### config.mk
export PLATFORM = sky130hd
export DESIGN_NAME = ymodem_header_name_size_parser_flat
export DESIGN_NICKNAME = d
export VERILOG_FILES = /design/src/rtl/core/ymhdr_pkg.sv /design/src/rtl/core/ymhdr_if.sv /design/src/rtl/core/ymhdr_front.sv /design/src/rtl/core/ymhdr_queue.sv /design/src/rtl/core/ymhdr_back.sv /design/src/rtl/core/ymodem_header_name_size_parser.sv /design/src/flat_wrapper.sv
export SDC_FILE = /design/constraint.sdc
export NUM_CORES = 1
export LEC_CHECK = 0
export BUFFER_PORTS_ARGS = -buffer_cell sky130_fd_sc_hd__buf_2
export CAP_MARGIN = 10
export CORE_MARGIN = 1.5
export CORE_UTILIZATION = 35
export DETAILED_ROUTE_END_ITERATION = 6
export HOLD_SLACK_MARGIN = 0.02
export PLACE_DENSITY = 0.63
export SYNTH_ARGS = -nofsm -noshare
export SYNTH_HDL_FRONTEND = slang
export SYNTH_SLANG_ARGS = --single-unit
### constraint.sdc
create_clock -name clk_i -period 5.6 [get_ports clk_i]
set_input_delay 0.56 -clock clk_i [delete_from_list [all_inputs] [get_ports clk_i]]
set_output_delay 0.56 -clock clk_i [all_outputs]
set_load 0.05 [all_outputs]
### src/rtl/core/ymhdr_pkg.sv
// ymhdr_pkg: shared types, constants and helpers of the ymodem header parser
// no dependencies; imported by every module of the block
package ymhdr_pkg;

  // most size characters taken before a size-too-long report
  localparam int unsigned MAX_SIZE_CHARS = 15;
  localparam int unsigned SizeCntW       = $clog2(MAX_SIZE_CHARS + 1);

  // command queue between front and back
  localparam int unsigned QUEUE_DEPTH = 2;
  localparam int unsigned QueuePtrW   = (QUEUE_DEPTH > 1) ? $clog2(QUEUE_DEPTH) : 1;
  localparam int unsigned QueueCntW   = $clog2(QUEUE_DEPTH + 1);

  localparam logic [7:0] NAME_LIMIT_RST = 8'd128;

  // ascii codes
  localparam logic [7:0] CH_NUL   = 8'h00;
  localparam logic [7:0] CH_BS    = 8'h08;
  localparam logic [7:0] CH_TAB   = 8'h09;
  localparam logic [7:0] CH_LF    = 8'h0A;
  localparam logic [7:0] CH_FF    = 8'h0C;
  localparam logic [7:0] CH_CR    = 8'h0D;
  localparam logic [7:0] CH_SPACE = 8'h20;
  localparam logic [7:0] CH_PLUS  = 8'h2B;
  localparam logic [7:0] CH_MINUS = 8'h2D;
  localparam logic [7:0] CH_ZERO  = 8'h30;
  localparam logic [7:0] CH_NINE  = 8'h39;

  typedef enum logic [1:0] {
    PH_NAME,
    PH_SIZE,
    PH_DONE
  } phase_e;

  typedef enum logic [1:0] {
    NS_SKIP,
    NS_DIGITS,
    NS_STOP
  } num_stage_e;

  typedef enum logic [1:0] {
    STAT_OK        = 2'd0,
    STAT_NAME_LONG = 2'd1,
    STAT_SIZE_LONG = 2'd2,
    STAT_UNTERM    = 2'd3
  } status_e;

  typedef enum logic [1:0] {
    CMD_CHAR,
    CMD_DIGIT,
    CMD_REPORT
  } cmd_kind_e;

  typedef enum logic {
    KIND_CHAR   = 1'b0,
    KIND_REPORT = 1'b1
  } out_kind_e;

  // one queued command: char to forward, digit to accumulate, or final report
  typedef struct packed {
    cmd_kind_e  kind;
    logic [7:0] data;      // name char, or the digit character
    logic [7:0] name_len;
    status_e    status;
    logic       neg;
  } cmd_t;

  function automatic logic is_blank(input logic [7:0] c);
    return (c == CH_SPACE) || (c == CH_TAB) || (c == CH_LF) ||
           (c == CH_FF) || (c == CH_BS) || (c == CH_CR);
  endfunction

endpackage

### src/rtl/core/ymhdr_if.sv
// ymhdr_if: valid/ready stream interfaces for the header parser
// input channel carries payload bytes, output channel carries result words
interface ymhdr_in_if;
  logic       valid;
  logic       ready;
  logic [7:0] data_byte;
  logic       packet_end;

  modport source (output valid, output data_byte, output packet_end, input ready);
  modport sink (input valid, input data_byte, input packet_end, output ready);
endinterface

interface ymhdr_out_if;
  logic        valid;
  logic        ready;
  logic        kind;
  logic [7:0]  name_char;
  logic [7:0]  name_length;
  logic [31:0] file_size;
  logic [1:0]  status;

  modport source (output valid, output kind, output name_char, output name_length,
                  output file_size, output status, input ready);
  modport sink (input valid, input kind, input name_char, input name_length,
                input file_size, input status, output ready);
endinterface

### src/rtl/core/ymhdr_front.sv
// ymhdr_front: accepts payload bytes, tracks the header phase and classifies
// each byte into a queue command; depends on ymhdr_pkg and ymhdr_in_if
module ymhdr_front (
  input  logic              clk_i,
  input  logic              rst_ni,
  input  logic              cfg_we_i,
  input  logic [7:0]        cfg_wdata_i,
  ymhdr_in_if.sink          in_i,
  input  logic              full_i,
  output logic              push_o,
  output ymhdr_pkg::cmd_t   cmd_o
);
  import ymhdr_pkg::*;

  phase_e                phase_q, phase_d;
  num_stage_e            stage_q, stage_d;
  logic [7:0]            name_count_q, name_count_d;
  logic [SizeCntW-1:0]   size_count_q, size_count_d;
  logic                  neg_q, neg_d;
  logic [7:0]            name_limit_q;

  logic       accept;
  logic [7:0] c;
  logic       last;
  logic       digit;

  assign in_i.ready = !full_i;
  assign accept     = in_i.valid && !full_i;
  assign c          = in_i.data_byte;
  assign last       = in_i.packet_end;
  assign digit      = c inside {[CH_ZERO:CH_NINE]};

  always_comb begin
    phase_d      = phase_q;
    stage_d      = stage_q;
    name_count_d = name_count_q;
    size_count_d = size_count_q;
    neg_d        = neg_q;
    push_o       = 1'b0;
    cmd_o        = '{kind: CMD_CHAR, data: c, name_len: name_count_q,
                     status: STAT_OK, neg: neg_q};
    if (accept) begin
      case (phase_q)
        PH_NAME: begin
          if (c == CH_NUL) begin
            phase_d = PH_SIZE;
          end else if (name_count_q >= name_limit_q) begin
            push_o       = 1'b1;
            cmd_o.kind   = CMD_REPORT;
            cmd_o.status = STAT_NAME_LONG;
            phase_d      = PH_DONE;
          end else if (!last) begin
            push_o       = 1'b1;
            name_count_d = name_count_q + 8'd1;
          end
        end
        PH_SIZE: begin
          if (c == CH_NUL) begin
            push_o     = 1'b1;
            cmd_o.kind = CMD_REPORT;
            phase_d    = PH_DONE;
          end else if (size_count_q >= SizeCntW'(MAX_SIZE_CHARS)) begin
            push_o       = 1'b1;
            cmd_o.kind   = CMD_REPORT;
            cmd_o.status = STAT_SIZE_LONG;
            phase_d      = PH_DONE;
          end else begin
            size_count_d = size_count_q + SizeCntW'(1);
            case (stage_q)
              NS_SKIP: begin
                if (is_blank(c)) begin
                  stage_d = NS_SKIP;
                end else if ((c == CH_MINUS) || (c == CH_PLUS)) begin
                  neg_d   = (c == CH_MINUS);
                  stage_d = NS_DIGITS;
                end else if (digit) begin
                  push_o     = 1'b1;
                  cmd_o.kind = CMD_DIGIT;
                  stage_d    = NS_DIGITS;
                end else begin
                  stage_d = NS_STOP;
                end
              end
              NS_DIGITS: begin
                if (digit) begin
                  push_o     = 1'b1;
                  cmd_o.kind = CMD_DIGIT;
                end else begin
                  stage_d = NS_STOP;
                end
              end
              default: begin
                stage_d = stage_q;
              end
            endcase
          end
        end
        default: begin
          phase_d = phase_q;
        end
      endcase

      if (last) begin
        // packet ends before any report: flag it; a pending digit no longer matters
        if (!(push_o && (cmd_o.kind == CMD_REPORT)) && (phase_q != PH_DONE)) begin
          push_o       = 1'b1;
          cmd_o.kind   = CMD_REPORT;
          cmd_o.status = STAT_UNTERM;
        end
        phase_d      = PH_NAME;
        stage_d      = NS_SKIP;
        name_count_d = '0;
        size_count_d = '0;
        neg_d        = 1'b0;
      end
    end
  end

  always_ff @(posedge clk_i or negedge rst_ni) begin
    if (!rst_ni) begin
      phase_q      <= PH_NAME;
      stage_q      <= NS_SKIP;
      name_count_q <= '0;
      size_count_q <= '0;
      neg_q        <= 1'b0;
      name_limit_q <= NAME_LIMIT_RST;
    end else begin
      phase_q      <= phase_d;
      stage_q      <= stage_d;
      name_count_q <= name_count_d;
      size_count_q <= size_count_d;
      neg_q        <= neg_d;
      if (cfg_we_i) begin
        name_limit_q <= cfg_wdata_i;
      end
    end
  end

endmodule

### src/rtl/core/ymhdr_queue.sv
// ymhdr_queue: short command queue between front and back
// depends on ymhdr_pkg for the command type and depth
module ymhdr_queue (
  input  logic              clk_i,
  input  logic              rst_ni,
  input  logic              push_i,
  input  ymhdr_pkg::cmd_t   cmd_i,
  output logic              full_o,
  input  logic              pop_i,
  output logic              head_valid_o,
  output ymhdr_pkg::cmd_t   head_o
);
  import ymhdr_pkg::*;

  cmd_t                 entries_q [QUEUE_DEPTH];
  logic [QueuePtrW-1:0] wr_ptr_q, wr_ptr_d;
  logic [QueuePtrW-1:0] rd_ptr_q, rd_ptr_d;
  logic [QueueCntW-1:0] count_q, count_d;
  logic                 do_push;
  logic                 do_pop;

  assign full_o       = (count_q == QueueCntW'(QUEUE_DEPTH));
  assign head_valid_o = (count_q != '0);
  assign head_o       = entries_q[rd_ptr_q];
  assign do_push      = push_i && !full_o;
  assign do_pop       = pop_i && head_valid_o;

  function automatic logic [QueuePtrW-1:0] next_ptr(input logic [QueuePtrW-1:0] p);
    return (p == QueuePtrW'(QUEUE_DEPTH - 1)) ? '0 : p + QueuePtrW'(1);
  endfunction

  always_comb begin
    wr_ptr_d = do_push ? next_ptr(wr_ptr_q) : wr_ptr_q;
    rd_ptr_d = do_pop ? next_ptr(rd_ptr_q) : rd_ptr_q;
    count_d  = count_q;
    if (do_push && !do_pop) begin
      count_d = count_q + QueueCntW'(1);
    end else if (do_pop && !do_push) begin
      count_d = count_q - QueueCntW'(1);
    end
  end

  always_ff @(posedge clk_i or negedge rst_ni) begin
    if (!rst_ni) begin
      wr_ptr_q <= '0;
      rd_ptr_q <= '0;
      count_q  <= '0;
    end else begin
      wr_ptr_q <= wr_ptr_d;
      rd_ptr_q <= rd_ptr_d;
      count_q  <= count_d;
    end
  end

  always_ff @(posedge clk_i) begin
    if (do_push) begin
      entries_q[wr_ptr_q] <= cmd_i;
    end
  end

endmodule

### src/rtl/core/ymhdr_back.sv
// ymhdr_back: runs queued commands, accumulates the decimal size and drives
// the output register; depends on ymhdr_pkg and ymhdr_out_if
module ymhdr_back (
  input  logic              clk_i,
  input  logic              rst_ni,
  input  logic              head_valid_i,
  input  ymhdr_pkg::cmd_t   head_i,
  output logic              pop_o,
  ymhdr_out_if.source       out_o
);
  import ymhdr_pkg::*;

  logic [31:0] total_q, total_d;
  logic        out_valid_q, out_valid_d;
  logic        kind_q, kind_d;
  logic [7:0]  char_q, char_d;
  logic [7:0]  len_q, len_d;
  logic [31:0] size_q, size_d;
  logic [1:0]  status_q, status_d;
  logic        slot_free;
  logic [31:0] times_ten;

  assign slot_free = !out_valid_q || out_o.ready;
  // digit commands only touch the accumulator, so they never wait on the output
  assign pop_o     = head_valid_i && ((head_i.kind == CMD_DIGIT) || slot_free);
  assign times_ten = {total_q[28:0], 3'b000} + {total_q[30:0], 1'b0};

  always_comb begin
    total_d     = total_q;
    out_valid_d = out_valid_q && !out_o.ready;
    kind_d      = kind_q;
    char_d      = char_q;
    len_d       = len_q;
    size_d      = size_q;
    status_d    = status_q;
    if (pop_o) begin
      case (head_i.kind)
        CMD_DIGIT: begin
          // low nibble of an ascii digit is its value
          total_d = times_ten + {28'd0, head_i.data[3:0]};
        end
        CMD_CHAR: begin
          out_valid_d = 1'b1;
          kind_d      = KIND_CHAR;
          char_d      = head_i.data;
          len_d       = '0;
          size_d      = '0;
          status_d    = STAT_OK;
        end
        CMD_REPORT: begin
          out_valid_d = 1'b1;
          kind_d      = KIND_REPORT;
          char_d      = '0;
          len_d       = head_i.name_len;
          status_d    = head_i.status;
          if (head_i.status != STAT_OK) begin
            size_d = '0;
          end else if (head_i.neg) begin
            size_d = 32'd0 - total_q;
          end else begin
            size_d = total_q;
          end
          total_d = '0;
        end
        default: begin
          total_d = total_q;
        end
      endcase
    end
  end

  always_ff @(posedge clk_i or negedge rst_ni) begin
    if (!rst_ni) begin
      total_q     <= '0;
      out_valid_q <= 1'b0;
    end else begin
      total_q     <= total_d;
      out_valid_q <= out_valid_d;
    end
  end

  always_ff @(posedge clk_i) begin
    kind_q   <= kind_d;
    char_q   <= char_d;
    len_q    <= len_d;
    size_q   <= size_d;
    status_q <= status_d;
  end

  assign out_o.valid       = out_valid_q;
  assign out_o.kind        = kind_q;
  assign out_o.name_char   = char_q;
  assign out_o.name_length = len_q;
  assign out_o.file_size   = size_q;
  assign out_o.status      = status_q;

endmodule

### src/rtl/core/ymodem_header_name_size_parser.sv
// ymodem_header_name_size_parser: top level of the ymodem header parser
// depends on ymhdr_pkg, ymhdr_if, ymhdr_front, ymhdr_queue, ymhdr_back
//
// usage
//   in_i carries one payload byte of a header packet per word, with
//   packet_end on the last byte. out_o carries one word per filename char
//   (kind 0) and one final report (kind 1) with name length, size, status.
//   cfg_we_i/cfg_wdata_i write name_limit; write only while the block is idle.
// timing
//   a result word goes from the byte that causes it through the front
//   classifier into the command queue, then the back unit into the output
//   register. one byte per cycle is sustained unless the output stalls; the
//   size accumulator takes one multiply-by-ten add per digit per cycle.
// stall
//   when out_o.ready is low the output register holds, chars and reports
//   back up into the two-entry queue, and in_i.ready drops once it is full.
//   digits at the queue head keep draining even while the output stalls.
// reset
//   rst_ni clears parser state, the queue and the output valid; name_limit
//   returns to 128. no clearing pass is needed.
module ymodem_header_name_size_parser (
  input  logic        clk_i,
  input  logic        rst_ni,
  input  logic        cfg_we_i,
  input  logic [7:0]  cfg_wdata_i,
  ymhdr_in_if.sink    in_i,
  ymhdr_out_if.source out_o
);
  import ymhdr_pkg::*;

  // front to queue
  logic push;
  cmd_t push_cmd;
  logic queue_full;

  // queue to back
  logic head_valid;
  cmd_t head_cmd;
  logic pop;

  // classify bytes and track header phase
  ymhdr_front u_front (
    .clk_i       (clk_i),
    .rst_ni      (rst_ni),
    .cfg_we_i    (cfg_we_i),
    .cfg_wdata_i (cfg_wdata_i),
    .in_i        (in_i),
    .full_i      (queue_full),
    .push_o      (push),
    .cmd_o       (push_cmd)
  );

  // decouples byte intake from output stalls
  ymhdr_queue u_queue (
    .clk_i        (clk_i),
    .rst_ni       (rst_ni),
    .push_i       (push),
    .cmd_i        (push_cmd),
    .full_o       (queue_full),
    .pop_i        (pop),
    .head_valid_o (head_valid),
    .head_o       (head_cmd)
  );

  // size accumulation and result words
  ymhdr_back u_back (
    .clk_i        (clk_i),
    .rst_ni       (rst_ni),
    .head_valid_i (head_valid),
    .head_i       (head_cmd),
    .pop_o        (pop),
    .out_o        (out_o)
  );

endmodule

### src/flat_wrapper.sv
// flat-port wrapper written by rule: the top's interface ports become plain ports
module ymodem_header_name_size_parser_flat import ymhdr_pkg::*;
  (clk_i, rst_ni, cfg_we_i, cfg_wdata_i, in_i_valid, in_i_data_byte, in_i_packet_end, in_i_ready, out_o_valid, out_o_kind, out_o_name_char, out_o_name_length, out_o_file_size, out_o_status, out_o_ready);
  ymhdr_in_if in_i_i ();
  ymhdr_out_if out_o_i ();
  input  logic clk_i;
  input  logic rst_ni;
  input  logic cfg_we_i;
  input  logic [7:0] cfg_wdata_i;
  input wire logic [$bits(in_i_i.valid)-1:0] in_i_valid;
  input wire logic [$bits(in_i_i.data_byte)-1:0] in_i_data_byte;
  input wire logic [$bits(in_i_i.packet_end)-1:0] in_i_packet_end;
  output wire logic [$bits(in_i_i.ready)-1:0] in_i_ready;
  output wire logic [$bits(out_o_i.valid)-1:0] out_o_valid;
  output wire logic [$bits(out_o_i.kind)-1:0] out_o_kind;
  output wire logic [$bits(out_o_i.name_char)-1:0] out_o_name_char;
  output wire logic [$bits(out_o_i.name_length)-1:0] out_o_name_length;
  output wire logic [$bits(out_o_i.file_size)-1:0] out_o_file_size;
  output wire logic [$bits(out_o_i.status)-1:0] out_o_status;
  input wire logic [$bits(out_o_i.ready)-1:0] out_o_ready;
  assign in_i_i.valid = in_i_valid;
  assign in_i_i.data_byte = in_i_data_byte;
  assign in_i_i.packet_end = in_i_packet_end;
  assign in_i_ready = in_i_i.ready;
  assign out_o_valid = out_o_i.valid;
  assign out_o_kind = out_o_i.kind;
  assign out_o_name_char = out_o_i.name_char;
  assign out_o_name_length = out_o_i.name_length;
  assign out_o_file_size = out_o_i.file_size;
  assign out_o_status = out_o_i.status;
  assign out_o_i.ready = out_o_ready;
  ymodem_header_name_size_parser u_core (.clk_i(clk_i), .rst_ni(rst_ni), .cfg_we_i(cfg_we_i), .cfg_wdata_i(cfg_wdata_i), .in_i(in_i_i), .out_o(out_o_i));
endmodule
==> results.yml <==
outcome:
  status: "complete, no violations"
yosys:
  syn_avg_cell_area_um2: 10.40
  async_flop_share: 0.4000
  synth_cell_type_count: 71
  synthesis.nets: 974
  muxShareOfSynthArea: 0.03496
  synth_xor_area_frac: 0.05278
  synth-compound-area-share: 0.1567
  synth_fa_ha_area_frac: 0.1031
  synth_seq_cells: 155
  synth_edf_count: 93
  seq_area_frac_synth: 0.4761
  syn_area_um2: 9128
  synthFlopType: "edfxtp_1"
  synth_top_family_by_area: "compound AO/OA/AOI/OAI gates"
  ys_warn_count: 0
  synth_simple_gate_area_frac: 0.1465
  synthCells: 878
clock_tree:
  cts_made_buffers: 17
  clockBufferDepth: 2
  htreeDepth: 4
  clkLatencyLatePin_ns: 0.42
  root_buffer: "clkbuf_16"
  post_cts_resized: 0
  cts_tree: "built"
  path_clk_slew_ns: 0.07
  cts_hold_buffers: 0
  cts.sinks: 155
  cts_setup_buffers: 0
grt:
  antenna_found_initial: 0
  grt_overflow_total: 0
  grtUsageTotal: 0.1517
  grt_max_degree: 63
  first_global_vias: 6385
  grt_first_pass_wirelength_mm: 32.15
die:
  dieArea_um2: 27060
  die_w_um: 164.5
  start_util: 0.3594
  core_um2: 25400
  dieHeight_um: 164.5
  ios: 75
  num_rows: 58
finish:
  final_common_cell: "edfxtp_1"
  final_cell_mix: "93 x edfxtp_1, 82 x nand2_1, 78 x o21ai_0, 74 x buf_2, 72 x ha_1"
  post-route-util: 0.4118
  drive_gt1_frac: 0.1500
  diodes: 0
  final_cells: 1290
  finalNetCount: 1043
  area_growth_pct: 14.60
  nFillCells: 2428
timing:
  max_slew_margin: 0.2055
  finalCritPeriodShare: 0.7402
  skew_ns: 0.01137
  fin_crit_ns: 4.145
  slew_violations: 0
  hold_violations: 0
  fmax_mhz: 241.2
  setup_viol: 0
  rsz0062_at_grt: "no"
  fin_tns_setup_ns: 0
  worst_pin_slew_ns: 1.186
routing:
  wirelength_mm: 19.95
  drt.antenna.violating_nets: 0
  drt_iter0_markers: 483
  drcViolationCount: 0
  vias: 6749
  first_pass_iters: 5
  vias_per_cell: 5.232
  wl_per_cell_um: 15.47
worst_hold_path:
  hold_class: "primary input to register"
placed_design:
  place_hpwl_mm: 13.81
  portBuffers: 74
  dp.cells: 1258
  place.gp.congestion: 0.8613
job:
  drv_cap: 0
setup_path:
  cp_data_arrival_time_ns: 4.46
  required_ns: 5.92
  crit_path_start_kind: "register"
  criticalPathCategory: "register to register"
  end_kind: "register"
  path_max_fanout: 12
pwr:
  vdd_drop_max_uv: 347.2
  p_per_area_nw_per_um2: 640.5
  p_leak_nw: 4.366
## logic make-up (layout without fill, tap and decap cells)
| family | after synthesis | in the layout |
|---|---|---|
| AND/OR/NAND/NOR | 265 | 265 |
| AO/OA/AOI/OAI | 231 | 231 |
| flip-flops | 155 | 155 |
| adder cells (fa/ha/maj) | 74 | 74 |
| buffers and inverters | 67 | 149 |
| XOR/XNOR | 55 | 55 |
| multiplexers | 31 | 31 |
## sequential cells by signal (all words and copies together), names as in the netlist
name,count
u_core.u_front.name_limit_q,8
u_core.u_back.out_o.valid,1
u_core.u_front.size_count_q,4
u_core.u_queue.rd_ptr_q,1
u_core.u_queue.wr_ptr_q,1
u_core.u_back.out_o.file_size,32
u_core.u_front.phase_q,2
u_core.u_front.neg_q,1
u_core.u_back.out_o.name_length,8
u_core.u_back.total_q,32
u_core.u_queue.count_q,2
u_core.u_back.out_o.name_char,8
u_core.u_back.out_o.status,2
u_core.u_back.out_o.kind,1
u_core.u_front.stage_q,2
u_core.u_front.name_count_q,8
u_core.u_queue.entries_q,42
## cells in the mapped netlist (6+ instances only)
master / n / share of area
xnor2_1: 23 / 0.022
nor4_1: 7 / 0.0048
a211oi_1: 6 / 0.0049
clkbuf_1: 27 / 0.011
o21ai_0: 78 / 0.043
mux2i_1: 24 / 0.026
dfrtp_1: 61 / 0.17
nand4_1: 9 / 0.0062
or3_1: 9 / 0.0062
ha_1: 72 / 0.099
a21oi_1: 65 / 0.036
nor2_1: 66 / 0.027
nand2_1: 82 / 0.034
nor3_1: 11 / 0.0060
mux2_2: 7 / 0.0086
nand2b_1: 11 / 0.0075
o211ai_1: 10 / 0.0082
o31ai_1: 10 / 0.0082
edfxtp_1: 93 / 0.31
a21o_1: 10 / 0.0082
inv_1: 34 / 0.014
nor2b_1: 21 / 0.014
nand3_1: 13 / 0.0071
xor2_1: 32 / 0.031
## worst paths after layout
check                                                      end                     from  cells past startpoint  slack, ns
max in group asynchronous             u_core.u_back.total_q[8]                   rst_ni                      2       4.69
worst min register to register         u_core.u_queue.wr_ptr_q  u_core.u_queue.wr_ptr_q                      1       0.51
min in group asynchronous       u_core.u_front.name_limit_q[2]                   rst_ni                      2       0.34
worst max-delay path                 u_core.u_back.total_q[28]  u_core.u_queue.rd_ptr_q                     11       1.45
worst max register to register       u_core.u_back.total_q[28]  u_core.u_queue.rd_ptr_q                     11       1.45
worst min-delay path            u_core.u_front.name_limit_q[6]           cfg_wdata_i[6]                      3       0.33
## per-layer routing
layer	share of wire	track usage	vias to the layer above
li1	-	-	3367
met1	0.48	0.2017	3219
met2	0.47	0.2516	143
met3	0.033	0.02687	20
met4	0.017	0.04627	0
met5	0	0	-
## stage by stage
stage | setup WS, ns | area [um^2] | power (mW) | hold slack [ns]
global placement | 1.517 | 9847 | 5.470 | 0.4856
floorplan | 1.400 | 9128 | 4.713 | 0.2644
CTS | 1.460 | 10460 | 6.753 | 0.3178
global route | 1.217 | 10460 | 7.190 | 0.3360
detailed placement | 1.491 | 9847 | 5.519 | 0.4970
finish | 1.455 | 10460 | 6.700 | 0.3317
## power breakdown
part | internal, mW | switching [mW]
Clock | 0.673 | 0.530
Combinational | 1.13 | 2.28
Sequential | 1.74 | 0.356
Total | 3.54 | 3.16
## area by class of cell
| cell class | instances | area (um^2) | area share |
|---|---|---|---|
| well taps | 330 | 412.9 | 0.03947 |
| flip-flops and latches | 155 | 4345 | 0.4154 |
| clock inverters | 13 | 148.9 | 0.01423 |
| inverters | 34 | 127.6 | 0.01220 |
| clock buffers | 19 | 464.2 | 0.04438 |
| repair buffers | 83 | 437.9 | 0.04187 |
| multi-input cells | 656 | 4523 | 0.4324 |
## worst max-delay path, cell delays in order (launching register included)
cell       delay [ns]
dfrtp_1          0.79
mux2_2           0.44
fa_1             0.51
inv_1            0.07
fa_1             0.42
and2b_1          0.24
o2111ai_1        0.13
a311o_1          0.44
a2111oi_2        0.42
o21ai_1          0.15
a21o_1           0.17
a32o_1           0.24
Note: power is estimated with default switching activity, not from simulation.
